$ cat src/hw/rtl/gnbt_pkg.sv
// Shared constants and types for the gated nearest-box tracker.
`default_nettype none

package gnbt_pkg;

  localparam int COORD_BITS_DEF = 12;

  // Q8 low-pass rate
  localparam int RATE_BITS  = 9;
  localparam int RATE_SHIFT = 8;
  localparam logic [RATE_BITS-1:0] RATE_ONE   = 9'd256;
  localparam logic [RATE_BITS-1:0] RATE_RESET = 9'd192;

  // sideband widths
  localparam int IN_USER_W  = 2;
  localparam int OUT_USER_W = 1;

  typedef enum logic {
    FUNC_CAND   = 1'b0,
    FUNC_REINIT = 1'b1
  } func_t;

endpackage

`default_nettype wire

$ cat src/hw/rtl/gated_nearest_box_tracker.sv
// Top level of the gated nearest-box tracker.
`default_nettype none

// Gated nearest-box tracker. Candidate boxes stream in one per transfer, with
// tlast on the last box of a frame; tuser carries the reinit selector and the
// box-valid flag. One item is taken per clock: each transfer goes into an
// input register, and the gate test, the squared-distance compare against the
// running minimum and, on the last item of a frame, the size filter and the
// window rebuild all resolve combinationally between that register and the
// track state and the result register. Only a frame-closing item waits, and
// only while the result register is still full and not being taken. filter_rate
// is written through cfg_wr_en / cfg_wr_data and should be changed only while
// the block is idle.
module gated_nearest_box_tracker #(
  parameter int COORD_BITS = gnbt_pkg::COORD_BITS_DEF
) (
  input  logic clk,
  input  logic rst,
  // configuration: filter_rate
  input  logic                                  cfg_wr_en,
  input  logic [gnbt_pkg::RATE_BITS-1:0]        cfg_wr_data,
  // input stream
  input  logic                                  s_tvalid,
  output logic                                  s_tready,
  // box_x, box_y, box_w, box_h
  input  logic [((4*COORD_BITS+7)/8)*8-1:0]     s_tdata,
  // func, box_valid
  input  logic [gnbt_pkg::IN_USER_W-1:0]        s_tuser,
  input  logic                                  s_tlast,
  // result stream
  output logic                                  m_tvalid,
  input  logic                                  m_tready,
  // track_x, track_y, track_w, track_h, track_cx, track_cy,
  // prior_cx, prior_cy
  output logic [((8*COORD_BITS+12+7)/8)*8-1:0]  m_tdata,
  // found
  output logic [gnbt_pkg::OUT_USER_W-1:0]       m_tuser
);
  import gnbt_pkg::*;

  localparam int C      = COORD_BITS;
  localparam int TRK_W  = C + 2;
  localparam int WIN_W  = C + 4;
  localparam int WSZ_W  = C + 3;
  localparam int CMP_W  = C + 5;
  localparam int DX_W   = C + 3;
  localparam int SQ_W   = 2 * DX_W;
  localparam int DIST_W = 2 * TRK_W + 1;
  localparam int OUT_DW = ((8*C+12+7)/8)*8;

  // configuration
  logic [RATE_BITS-1:0] rate;
  logic [RATE_BITS-1:0] rate_sat;

  // input register
  logic         in_v;
  func_t        in_func;
  logic         in_bvalid;
  logic         in_last;
  logic [C-1:0] in_x, in_y, in_w, in_h;

  // track state
  logic signed [TRK_W-1:0] trk_x, trk_y;
  logic [C-1:0]            trk_w, trk_h;
  logic signed [WIN_W-1:0] win_x, win_y;
  logic [WSZ_W-1:0]        win_w, win_h;
  logic signed [TRK_W-1:0] cen_x, cen_y, old_cen_x, old_cen_y;
  logic [DIST_W-1:0]       best_dist;
  logic [C-1:0]            best_x, best_y, best_w, best_h;
  logic                    have_best;

  // result register
  logic              out_v;
  logic [OUT_DW-1:0] out_data;
  logic              out_found;

  logic advance, closes, do_reinit, do_close, do_track;

  always_ff @(posedge clk) begin
    if (rst) begin
      rate <= RATE_RESET;
    end else if (cfg_wr_en) begin
      rate <= cfg_wr_data;
    end
  end

  assign rate_sat = (rate > RATE_ONE) ? RATE_ONE : rate;

  // ---------------------------------------------------------------- input
  assign closes   = (in_func == FUNC_CAND) && in_last;
  assign advance  = in_v && (!closes || !out_v || m_tready);
  assign s_tready = !in_v || advance;

  always_ff @(posedge clk) begin
    if (rst) begin
      in_v <= 1'b0;
    end else if (s_tready) begin
      in_v <= s_tvalid;
    end
  end

  always_ff @(posedge clk) begin
    if (s_tvalid && s_tready) begin
      in_func   <= func_t'(s_tuser[0]);
      in_bvalid <= s_tuser[1];
      in_last   <= s_tlast;
      in_x      <= s_tdata[0*C +: C];
      in_y      <= s_tdata[1*C +: C];
      in_w      <= s_tdata[2*C +: C];
      in_h      <= s_tdata[3*C +: C];
    end
  end

  // ---------------------------------------------------------- gate and score
  logic [C:0]               cx, cy;
  logic signed [CMP_W-1:0]  cx_s, cy_s, wx_lo, wx_hi, wy_lo, wy_hi;
  logic                     gated;
  logic signed [DX_W-1:0]   dx, dy;
  logic signed [SQ_W-1:0]   dx_sq, dy_sq;
  logic [DIST_W-1:0]        cand_dist;
  logic                     take;

  assign cx = (C+1)'(in_x) + (C+1)'(in_w >> 1);
  assign cy = (C+1)'(in_y) + (C+1)'(in_h >> 1);

  assign cx_s  = CMP_W'(cx);
  assign cy_s  = CMP_W'(cy);
  assign wx_lo = CMP_W'(win_x);
  assign wy_lo = CMP_W'(win_y);
  assign wx_hi = wx_lo + CMP_W'(win_w);
  assign wy_hi = wy_lo + CMP_W'(win_h);

  // strictly inside: an empty window admits nothing
  assign gated = (cx_s > wx_lo) && (cx_s < wx_hi) && (cy_s > wy_lo) && (cy_s < wy_hi);

  assign dx        = DX_W'(cx) - DX_W'(cen_x);
  assign dy        = DX_W'(cy) - DX_W'(cen_y);
  assign dx_sq     = SQ_W'(dx) * SQ_W'(dx);
  assign dy_sq     = SQ_W'(dy) * SQ_W'(dy);
  assign cand_dist = DIST_W'(dx_sq) + DIST_W'(dy_sq);

  // strict less-than keeps the earliest box on a tie
  assign take = in_v && (in_func == FUNC_CAND) && in_bvalid && gated &&
                (!have_best || (cand_dist < best_dist));

  // ------------------------------------------------------------- frame close
  // Filter both the stored winner and the current box, then pick, so the
  // distance product never feeds the filter products.
  logic [C-1:0] nw_best, nh_best, nw_cand, nh_cand;

  gnbt_size_filter #(.COORD_BITS(C)) u_filt_wb (
    .old_size (trk_w), .new_size (best_w), .rate (rate_sat), .size (nw_best)
  );
  gnbt_size_filter #(.COORD_BITS(C)) u_filt_hb (
    .old_size (trk_h), .new_size (best_h), .rate (rate_sat), .size (nh_best)
  );
  gnbt_size_filter #(.COORD_BITS(C)) u_filt_wc (
    .old_size (trk_w), .new_size (in_w), .rate (rate_sat), .size (nw_cand)
  );
  gnbt_size_filter #(.COORD_BITS(C)) u_filt_hc (
    .old_size (trk_h), .new_size (in_h), .rate (rate_sat), .size (nh_cand)
  );

  logic               have;
  logic [C-1:0]       fx, fy, fw, fh, nw, nh;
  logic [C:0]         ncx, ncy;

  assign have = have_best || take;
  assign fx   = take ? in_x : best_x;
  assign fy   = take ? in_y : best_y;
  assign fw   = take ? in_w : best_w;
  assign fh   = take ? in_h : best_h;
  assign nw   = take ? nw_cand : nw_best;
  assign nh   = take ? nh_cand : nh_best;
  assign ncx  = (C+1)'(fx) + (C+1)'(fw >> 1);
  assign ncy  = (C+1)'(fy) + (C+1)'(fh >> 1);

  // new track: reinit loads the box, a close recentres on the winner
  logic signed [TRK_W-1:0] ld_x, ld_y, ld_cx, ld_cy;
  logic [C-1:0]            ld_w, ld_h;

  always_comb begin
    if (in_func == FUNC_REINIT) begin
      ld_x  = TRK_W'(in_x);
      ld_y  = TRK_W'(in_y);
      ld_w  = in_w;
      ld_h  = in_h;
      ld_cx = TRK_W'(cx);
      ld_cy = TRK_W'(cy);
    end else begin
      ld_x  = TRK_W'(ncx) - TRK_W'(nw >> 1);
      ld_y  = TRK_W'(ncy) - TRK_W'(nh >> 1);
      ld_w  = nw;
      ld_h  = nh;
      // edge plus half size lands back on the winner centre exactly
      ld_cx = TRK_W'(ncx);
      ld_cy = TRK_W'(ncy);
    end
  end

  assign do_reinit = advance && (in_func == FUNC_REINIT);
  assign do_close  = advance && closes;
  assign do_track  = do_reinit || (do_close && have);

  always_ff @(posedge clk) begin
    if (rst) begin
      trk_x     <= '0;
      trk_y     <= '0;
      trk_w     <= '0;
      trk_h     <= '0;
      win_x     <= '0;
      win_y     <= '0;
      win_w     <= '0;
      win_h     <= '0;
      cen_x     <= '0;
      cen_y     <= '0;
      old_cen_x <= '0;
      old_cen_y <= '0;
      have_best <= 1'b0;
    end else begin
      if (do_track) begin
        trk_x     <= ld_x;
        trk_y     <= ld_y;
        trk_w     <= ld_w;
        trk_h     <= ld_h;
        win_x     <= WIN_W'(ld_x) - (WIN_W'(ld_w) << 1);
        win_y     <= WIN_W'(ld_y) - (WIN_W'(ld_h) << 1);
        win_w     <= WSZ_W'(ld_w) + (WSZ_W'(ld_w) << 2);
        win_h     <= WSZ_W'(ld_h) + (WSZ_W'(ld_h) << 2);
        cen_x     <= ld_cx;
        cen_y     <= ld_cy;
        old_cen_x <= do_reinit ? ld_cx : cen_x;
        old_cen_y <= do_reinit ? ld_cy : cen_y;
      end
      if (do_reinit || do_close) begin
        have_best <= 1'b0;
      end else if (advance && take) begin
        have_best <= 1'b1;
      end
    end
  end

  // winner payload: only read while have_best is set
  always_ff @(posedge clk) begin
    if (advance && take) begin
      best_dist <= cand_dist;
      best_x    <= in_x;
      best_y    <= in_y;
      best_w    <= in_w;
      best_h    <= in_h;
    end
  end

  // ------------------------------------------------------------------ result
  logic signed [TRK_W-1:0] r_x, r_y, r_cx, r_cy, r_px, r_py;
  logic [C-1:0]            r_w, r_h;

  assign r_x  = have ? ld_x  : trk_x;
  assign r_y  = have ? ld_y  : trk_y;
  assign r_w  = have ? ld_w  : trk_w;
  assign r_h  = have ? ld_h  : trk_h;
  assign r_cx = have ? ld_cx : cen_x;
  assign r_cy = have ? ld_cy : cen_y;
  assign r_px = have ? cen_x : old_cen_x;
  assign r_py = have ? cen_y : old_cen_y;

  always_ff @(posedge clk) begin
    if (rst) begin
      out_v <= 1'b0;
    end else if (do_close) begin
      out_v <= 1'b1;
    end else if (m_tready) begin
      out_v <= 1'b0;
    end
  end

  always_ff @(posedge clk) begin
    if (do_close) begin
      out_found <= have;
      out_data  <= OUT_DW'({r_py, r_px, r_cy, r_cx, r_h, r_w, r_y, r_x});
    end
  end

  assign m_tvalid = out_v;
  assign m_tdata  = out_data;
  assign m_tuser  = OUT_USER_W'(out_found);

endmodule

`default_nettype wire

$ cat src/hw/rtl/gnbt_size_filter.sv
// Q8 low-pass blend of an old and a new box size.
`default_nettype none

module gnbt_size_filter #(
  parameter int COORD_BITS = gnbt_pkg::COORD_BITS_DEF
) (
  input  logic [COORD_BITS-1:0]          old_size,
  input  logic [COORD_BITS-1:0]          new_size,
  input  logic [gnbt_pkg::RATE_BITS-1:0] rate,
  output logic [COORD_BITS-1:0]          size
);
  import gnbt_pkg::*;

  localparam int PROD_W = COORD_BITS + RATE_BITS;

  logic [RATE_BITS-1:0] keep;
  logic [PROD_W-1:0]    prod_old;
  logic [PROD_W-1:0]    prod_new;
  logic [PROD_W:0]      sum;

  // rate is already saturated to one, so keep never wraps
  assign keep     = RATE_ONE - rate;
  assign prod_old = PROD_W'(old_size) * PROD_W'(rate);
  assign prod_new = PROD_W'(new_size) * PROD_W'(keep);
  assign sum      = (PROD_W+1)'(prod_old) + (PROD_W+1)'(prod_new);
  // the weights add up to one, so the blend always fits the coordinate width
  assign size     = sum[RATE_SHIFT +: COORD_BITS];

endmodule

`default_nettype wire

$ cat config.mk
export PLATFORM = sky130hd
export DESIGN_NAME = gated_nearest_box_tracker
export DESIGN_NICKNAME = d
export VERILOG_FILES = /design/src/hw/rtl/gnbt_pkg.sv /design/src/hw/rtl/gated_nearest_box_tracker.sv /design/src/hw/rtl/gnbt_size_filter.sv
export SDC_FILE = /design/constraint.sdc
export NUM_CORES = 2
export LEC_CHECK = 0
export ABC_AREA = 1
export BUFFER_PORTS_ARGS = -buffer_cell sky130_fd_sc_hd__buf_2
export CAP_MARGIN = 20
export CORE_MARGIN = 2
export CORE_UTILIZATION = 25
export CTS_BUF_LIST = sky130_fd_sc_hd__clkbuf_2
export CTS_CLUSTER_SIZE = 12
export DETAILED_ROUTE_END_ITERATION = 10
export GPL_ROUTABILITY_DRIVEN = 0
export SYNTH_ARGS = -nofsm -noshare
export SYNTH_HDL_FRONTEND = slang
export SYNTH_SLANG_ARGS = --single-unit
$ cat constraint.sdc
create_clock -name clk -period 21.1 [get_ports clk]
set_clock_uncertainty 0.15 [all_clocks]
set_input_delay 2.11 -clock clk [delete_from_list [all_inputs] [get_ports clk]]
set_output_delay 2.11 -clock clk [all_outputs]
set_load 0.01 [all_outputs]
== Yosys cells after proc, flatten, opt, wreduce, memory -nomap -nowiden ==
Index checks and enable logic that the tools add are counted.
Cells by class
  mux-type cells: 25
  $add $sub $neg: 20
  multipliers: 8
  reductions and logical operators: 27
  bitwise logic cells: 1
  order comparisons: 6
Operators by type and width (number)
  multiplier 12 x 9 -> 20 bit: 6
  2-to-1 mux 12 bit: 10
  2-to-1 mux 14 bit: 6
  adder 20 bit: 4
  2-to-1 mux 13 bit: 6
  multiplier 14 x 14 -> 28 bit: 2
  adder 12 x 11 -> 13 bit: 4
  adder 15 x 16 -> 17 bit: 2
  less-than comparator 14 x 17 -> 1 bit: 2
  adder 12 x 14 -> 15 bit: 2
  greater-than comparator 14 x 15 -> 1 bit: 2
  subtractor 14 x 14 -> 15 bit: 2
  adder 29 bit: 1
  less-than comparator 29 bit: 1
  subtractor 13 x 11 -> 14 bit: 2
  subtractor 13 x 13 -> 14 bit: 2
  logical AND 1 bit: 14
  greater-than comparator 9 bit, second input constant: 1
  2-to-1 mux 9 bit: 1
  subtractor 9 bit, first input constant: 1
  logical OR 1 bit: 7
  zero test 1 bit: 4
  2-to-1 mux 1 bit: 2
  nonzero test 2 bit: 1
  2 further kinds: 2
Word-level totals
  input bits: 65
  register bits: 415
  output and inout port bits: 115
  logic and storage cells: 117

== Longest topological paths before layout ==
  word-level depth: 12
  mapped depth: 108
  depth with buffers taken out: 104

== Modules after synthesis ==
From an unflattened synthesis, not the netlist that was laid out.
Unflattened totals
  cell total of the unflattened synthesis: 8561
  area, all modules: 67699.9 um2
By module, submodules not included
  gated_nearest_box_tracker: instances 1, cells an instance 4720, sequential area each 10400.0 um2, area each 39225.1 um2
  gnbt_size_filter at u_filt_hc ...: instances 3, cells an instance 962, sequential area each 0.0 um2, area each 7119.3 um2
  gnbt_size_filter at u_filt_hb: instances 1, cells an instance 955, sequential area each 0.0 um2, area each 7116.8 um2

== Least setup slack after synthesis ==
No wires, ideal clock.
  path type: register to register
  start: register in_h[2]
  end: register win_y[13]
  path buffers: 5
  path slack: 5038 ps
  library setup time: 109 ps
  cell stages (with the launch flop): 96
  required time: 20841 ps
  clock period less this slack: 16062 ps
  arrival: 15804 ps
  cell sequence: edfxtp_1 -> clkbuf_1 -> inv_1 -> fa_1 -> nand3b_1 -> and2_1 -> inv_1 -> a21oi_1 -> o21ai_0 -> xor2_1 -> ha_1 -> nand2_1 -> inv_1 -> a221oi_1 -> o41ai_1 -> nand2_1 -> nand2_1 -> a21oi_1 -> [60 not listed] -> nor2_1 -> o21bai_1 -> nand2_1 -> o21a_1 -> or2_2 -> nand3_1 -> nand2_1 -> ha_1 -> a21oi_1 -> o21ai_0 -> a21oi_1 -> inv_1 -> a21oi_1 -> inv_1 -> nand3_1 -> nand3_1 -> nand2_1 -> inv_1
On the way
  cells in the longest elaborated chain, start to end: 12
  elaborated cells on any way between the ends: 25
  classes of those cells: add/sub: 7; mul: 2; order compare: 3; mux: 5; reduce/logical: 8
RTL lines
  from (decl): line gated_nearest_box_tracker.sv:60  | logic [C-1:0] in_x, in_y, in_w, in_h;
  from (signal assigned): line gated_nearest_box_tracker.sv:110  | in_h <= s_tdata[3*C +: C];
  adder 12 x 11 -> 13 bit (*): line gated_nearest_box_tracker.sv:124  | assign cy = (C+1)'(in_y) + (C+1)'(in_h >> 1);
  subtractor 13 x 13 -> 14 bit (*): line gated_nearest_box_tracker.sv:137  | assign dy = DX_W'(cy) - DX_W'(cen_y);
  multiplier 14 x 14 -> 28 bit (*): line gated_nearest_box_tracker.sv:139  | assign dy_sq = SQ_W'(dy) * SQ_W'(dy);
  adder 29 bit (*): line gated_nearest_box_tracker.sv:140  | assign cand_dist = DIST_W'(dx_sq) + DIST_W'(dy_sq);
  net cand_dist[28]: line gated_nearest_box_tracker.sv:120  | logic [DIST_W-1:0] cand_dist;
  less-than comparator 29 bit (*): line gated_nearest_box_tracker.sv:144  | (!have_best || (cand_dist < best_dist));
  logical OR 1 bit (*): line gated_nearest_box_tracker.sv:144
  logical AND 1 bit (*): line gated_nearest_box_tracker.sv:143  | assign take = in_v && (in_func == FUNC_CAND) && in_bvalid && gated &&
  2-to-1 mux 12 bit, on equally long branches: line gated_nearest_box_tracker.sv:170, gated_nearest_box_tracker.sv:172
  adder 12 x 11 -> 13 bit: line gated_nearest_box_tracker.sv:176  | assign ncy = (C+1)'(fy) + (C+1)'(fh >> 1);
  subtractor 13 x 11 -> 14 bit (*): line gated_nearest_box_tracker.sv:192  | ld_y = TRK_W'(ncy) - TRK_W'(nh >> 1);
  2-to-1 mux 14 bit (*): line gated_nearest_box_tracker.sv:183  | if (in_func == FUNC_REINIT) begin
  net ld_y[10]: line gated_nearest_box_tracker.sv:179  | logic signed [TRK_W-1:0] ld_x, ld_y, ld_cx, ld_cy;
  subtractor 14 x 14 -> 15 bit (*): line gated_nearest_box_tracker.sv:227  | win_y <= WIN_W'(ld_y) - (WIN_W'(ld_h) << 1);
  to (signal assigned): line gated_nearest_box_tracker.sv:227
  to (decl): line gated_nearest_box_tracker.sv:65  | logic signed [WIN_W-1:0] win_x, win_y;
Mark *: on every way through the listed nets, which the timed path passes. The rest lies on a longest branch.
A chain may end at the register's enable or synchronous reset.

== Worst setup path in the final report ==
Same ends and word-level chain as after synthesis.

==> results_dict.tcl <==
set metrics [dict create \
    path_common_cell "inv_1" \
    finalMaxSlewViolations 0 \
    drt-total-wl_um 191000 \
    fp.coreArea_um2 243000 \
    yosysUniqueCellTypes 66 \
    slew_headroom 0.172 \
    fmax_ghz 0.0519 \
    drtIter0Drc 3687 \
    post-route-min-period_ns 19.28 \
    most-common-layout-cells "1,693 x inv_1, 1,494 x nand2_1, 841 x fa_1" \
    insertion_delay_ns 1.66 \
    synth_top_area_frac 0.275 \
    hold_viol 0 \
    post-cts-setup-buffers 0 \
    hold_path.class "register to register" \
    numCtsBuffers 120 \
    avgSynthCellArea_um2 8.02 \
    synth_ff_type "edfxtp_1" \
    cts_tree "done" \
    postRouteAntennaNets 0 \
    clockBufferDepth 3 \
    grt_pass1_wl_um 292000 \
    synth_cells 7637 \
    final_common_cell "inv_1" \
    dp_hpwl_um 154000 \
    seq_area_frac_synth 0.170 \
    start_util 0.251 \
    path_class "register to register" \
    yosys_warnings 0 \
    drv_cap 0 \
    viasPerCell 4.49 \
    grt_pass1_vias 49800 \
    synth_top_area_cell "fa_1" \
    postCtsHoldBufs 0 \
    post-route-period-util 0.914 \
    htree_num_levels 3 \
    die-width_um 499 \
    ios 180 \
    critPathRequiredTime_ns 22.40 \
    async_flop_share 0 \
    grt_start_max_net_pins 102 \
    cpMaxStageDelayCell "fa_1" \
    cts_resized 0 \
    die-area_um2 249000 \
    cp_data_arrival_time_ns 20.58 \
    port_buffers 171 \
    status "finished, final reports clean" \
    end_kind "register" \
    synth_area_leaders "fa_1 28%, ha_1 13%, edfxtp_1 11%" \
    drive_gt1_frac 0.0664 \
    grt.overflow.total 0 \
    path_clk_slew_ns 0.11 \
    synth_edf_count 233 \
    cts.sink_count 403 \
    rows 181 \
    finalSetupViolations 0 \
    reg2reg_setup_slack_ns 1.82 \
    route.detailed.drc 0 \
    synth-seq-cells 403 \
    wl_per_cell_um 17.3 \
    crit_fanout 29 \
    fp.dieH_um 499 \
    root_buffer "clkbuf_2" \
    rsz0062_at_grt "no" \
    firstDrtPassIters 8 \
    area_growth_pct 9.07 \
    vias 49800 \
    tightest_slew_ns 1.23 \
    max_stage_delay_ns 0.81 \
    antenna_found_initial 23 \
    finalSetupTns_ns 0 \
    cp-start-kind "register" \
    num-nets-final 9337 \
    syn_area_um2 61200 \
    track_usage 0.154 \
]
worst max-delay path: cells and delay by family (launching register included):
family / cells / cell delay (ns)
adders and majority gates: 15 / 6.33
xor gates and xnor gates: 4 / 0.97
buffers and inverters: 20 / 2.27
AOI/OAI and AO/OA: 24 / 4.87
DFF: 1 / 0.67
and+or+nand+nor: 26 / 3.77
cells by family (layout without fill, tap and decap cells):
logic type               Yosys count  in the layout  synth area share
adder cells (fa/ha/maj)         1499           1499             0.409
XOR/XNOR                         281            281            0.0402
other                              2             20          0.000123
flip-flops                       403            403             0.170
multiplexers                       5              5          0.000818
AND/OR/NAND/NOR                 2365           2365             0.155
AO/OA/AOI/OAI                   1131           1131             0.101
buffers and inverters           1951           2175             0.123
flip-flops by register name, summed over array words and instances (netlist names), 13 cells and up:
signal     cells
best_dist     29
cen_x         13
cen_y         13
m_tdata      104
old_cen_x     13
old_cen_y     13
trk_x         14
trk_y         14
win_h         13
win_w         13
win_x         14
win_y         14
worst paths after layout:
kind	cells past startpoint	end	start
setup / recovery	89	win_y[13]	in_h[2]
setup reg to reg	89	win_y[13]	in_h[2]
hold reg to reg	2	old_cen_x[8]	cen_x[8]
hold / removal	2	old_cen_x[8]	cen_x[8]
routing by layer:
metal	GRT usage	vias to the layer above	wire [µm]
met1	0.191	24100	79200
met4	0.0748	16	10400
li1	-	24000	-
met5	0	-	100
met3	0.0220	330	11100
met2	0.260	1371	90700
metrics by stage:
stage / setup slack, ns / util / hold slack, ns / cells / area [µm²]
floorplan: 5.04 / - / 0.275 / 7647 / 61300
CTS: 1.14 / 0.274 / 0.187 / 11100 / 66700
global route: 0.0803 / 0.274 / 0.233 / 11100 / 66800
detailed placement: 1.34 / 0.269 / 0.295 / 10900 / 65600
global placement: 1.69 / 0.269 / 0.285 / 10800 / 65500
finish: 1.82 / 0.274 / 0.171 / 11100 / 66800
Yosys cell counts (all sizes together), types with 10 or more instances:
library cell and n:
a21o 21, nand4 42, o21ai 467, or2 37, o21a 21, edfxtp 233
dfxtp 170, buf 82, xnor2 119, nand2 1511, o31ai 10, fa 841
o211ai 17, o21bai 37, ha 658, xor2 162, nor3 40, nor2 541
a211oi 13, a31oi 41, inv 1706, a21oi 472, nand3 161, clkbuf 155
cell type report:
cell class / count / area, µm²
Multi-Input combinational cell: 5293 / 43400
Clock buffer: 166 / 831
Tap cell: 3202 / 4010
Fill cell: 26400 / 177000
Sequential cell: 403 / 10400
Antenna cell: 8 / 20.0
Timing Repair Buffer: 241 / 1380
Clock inverter: 54 / 332
Inverter: 1714 / 6450
Power is not shown: default switching activity piles up to over one toggle a cycle in this logic, so the estimate is an artifact.
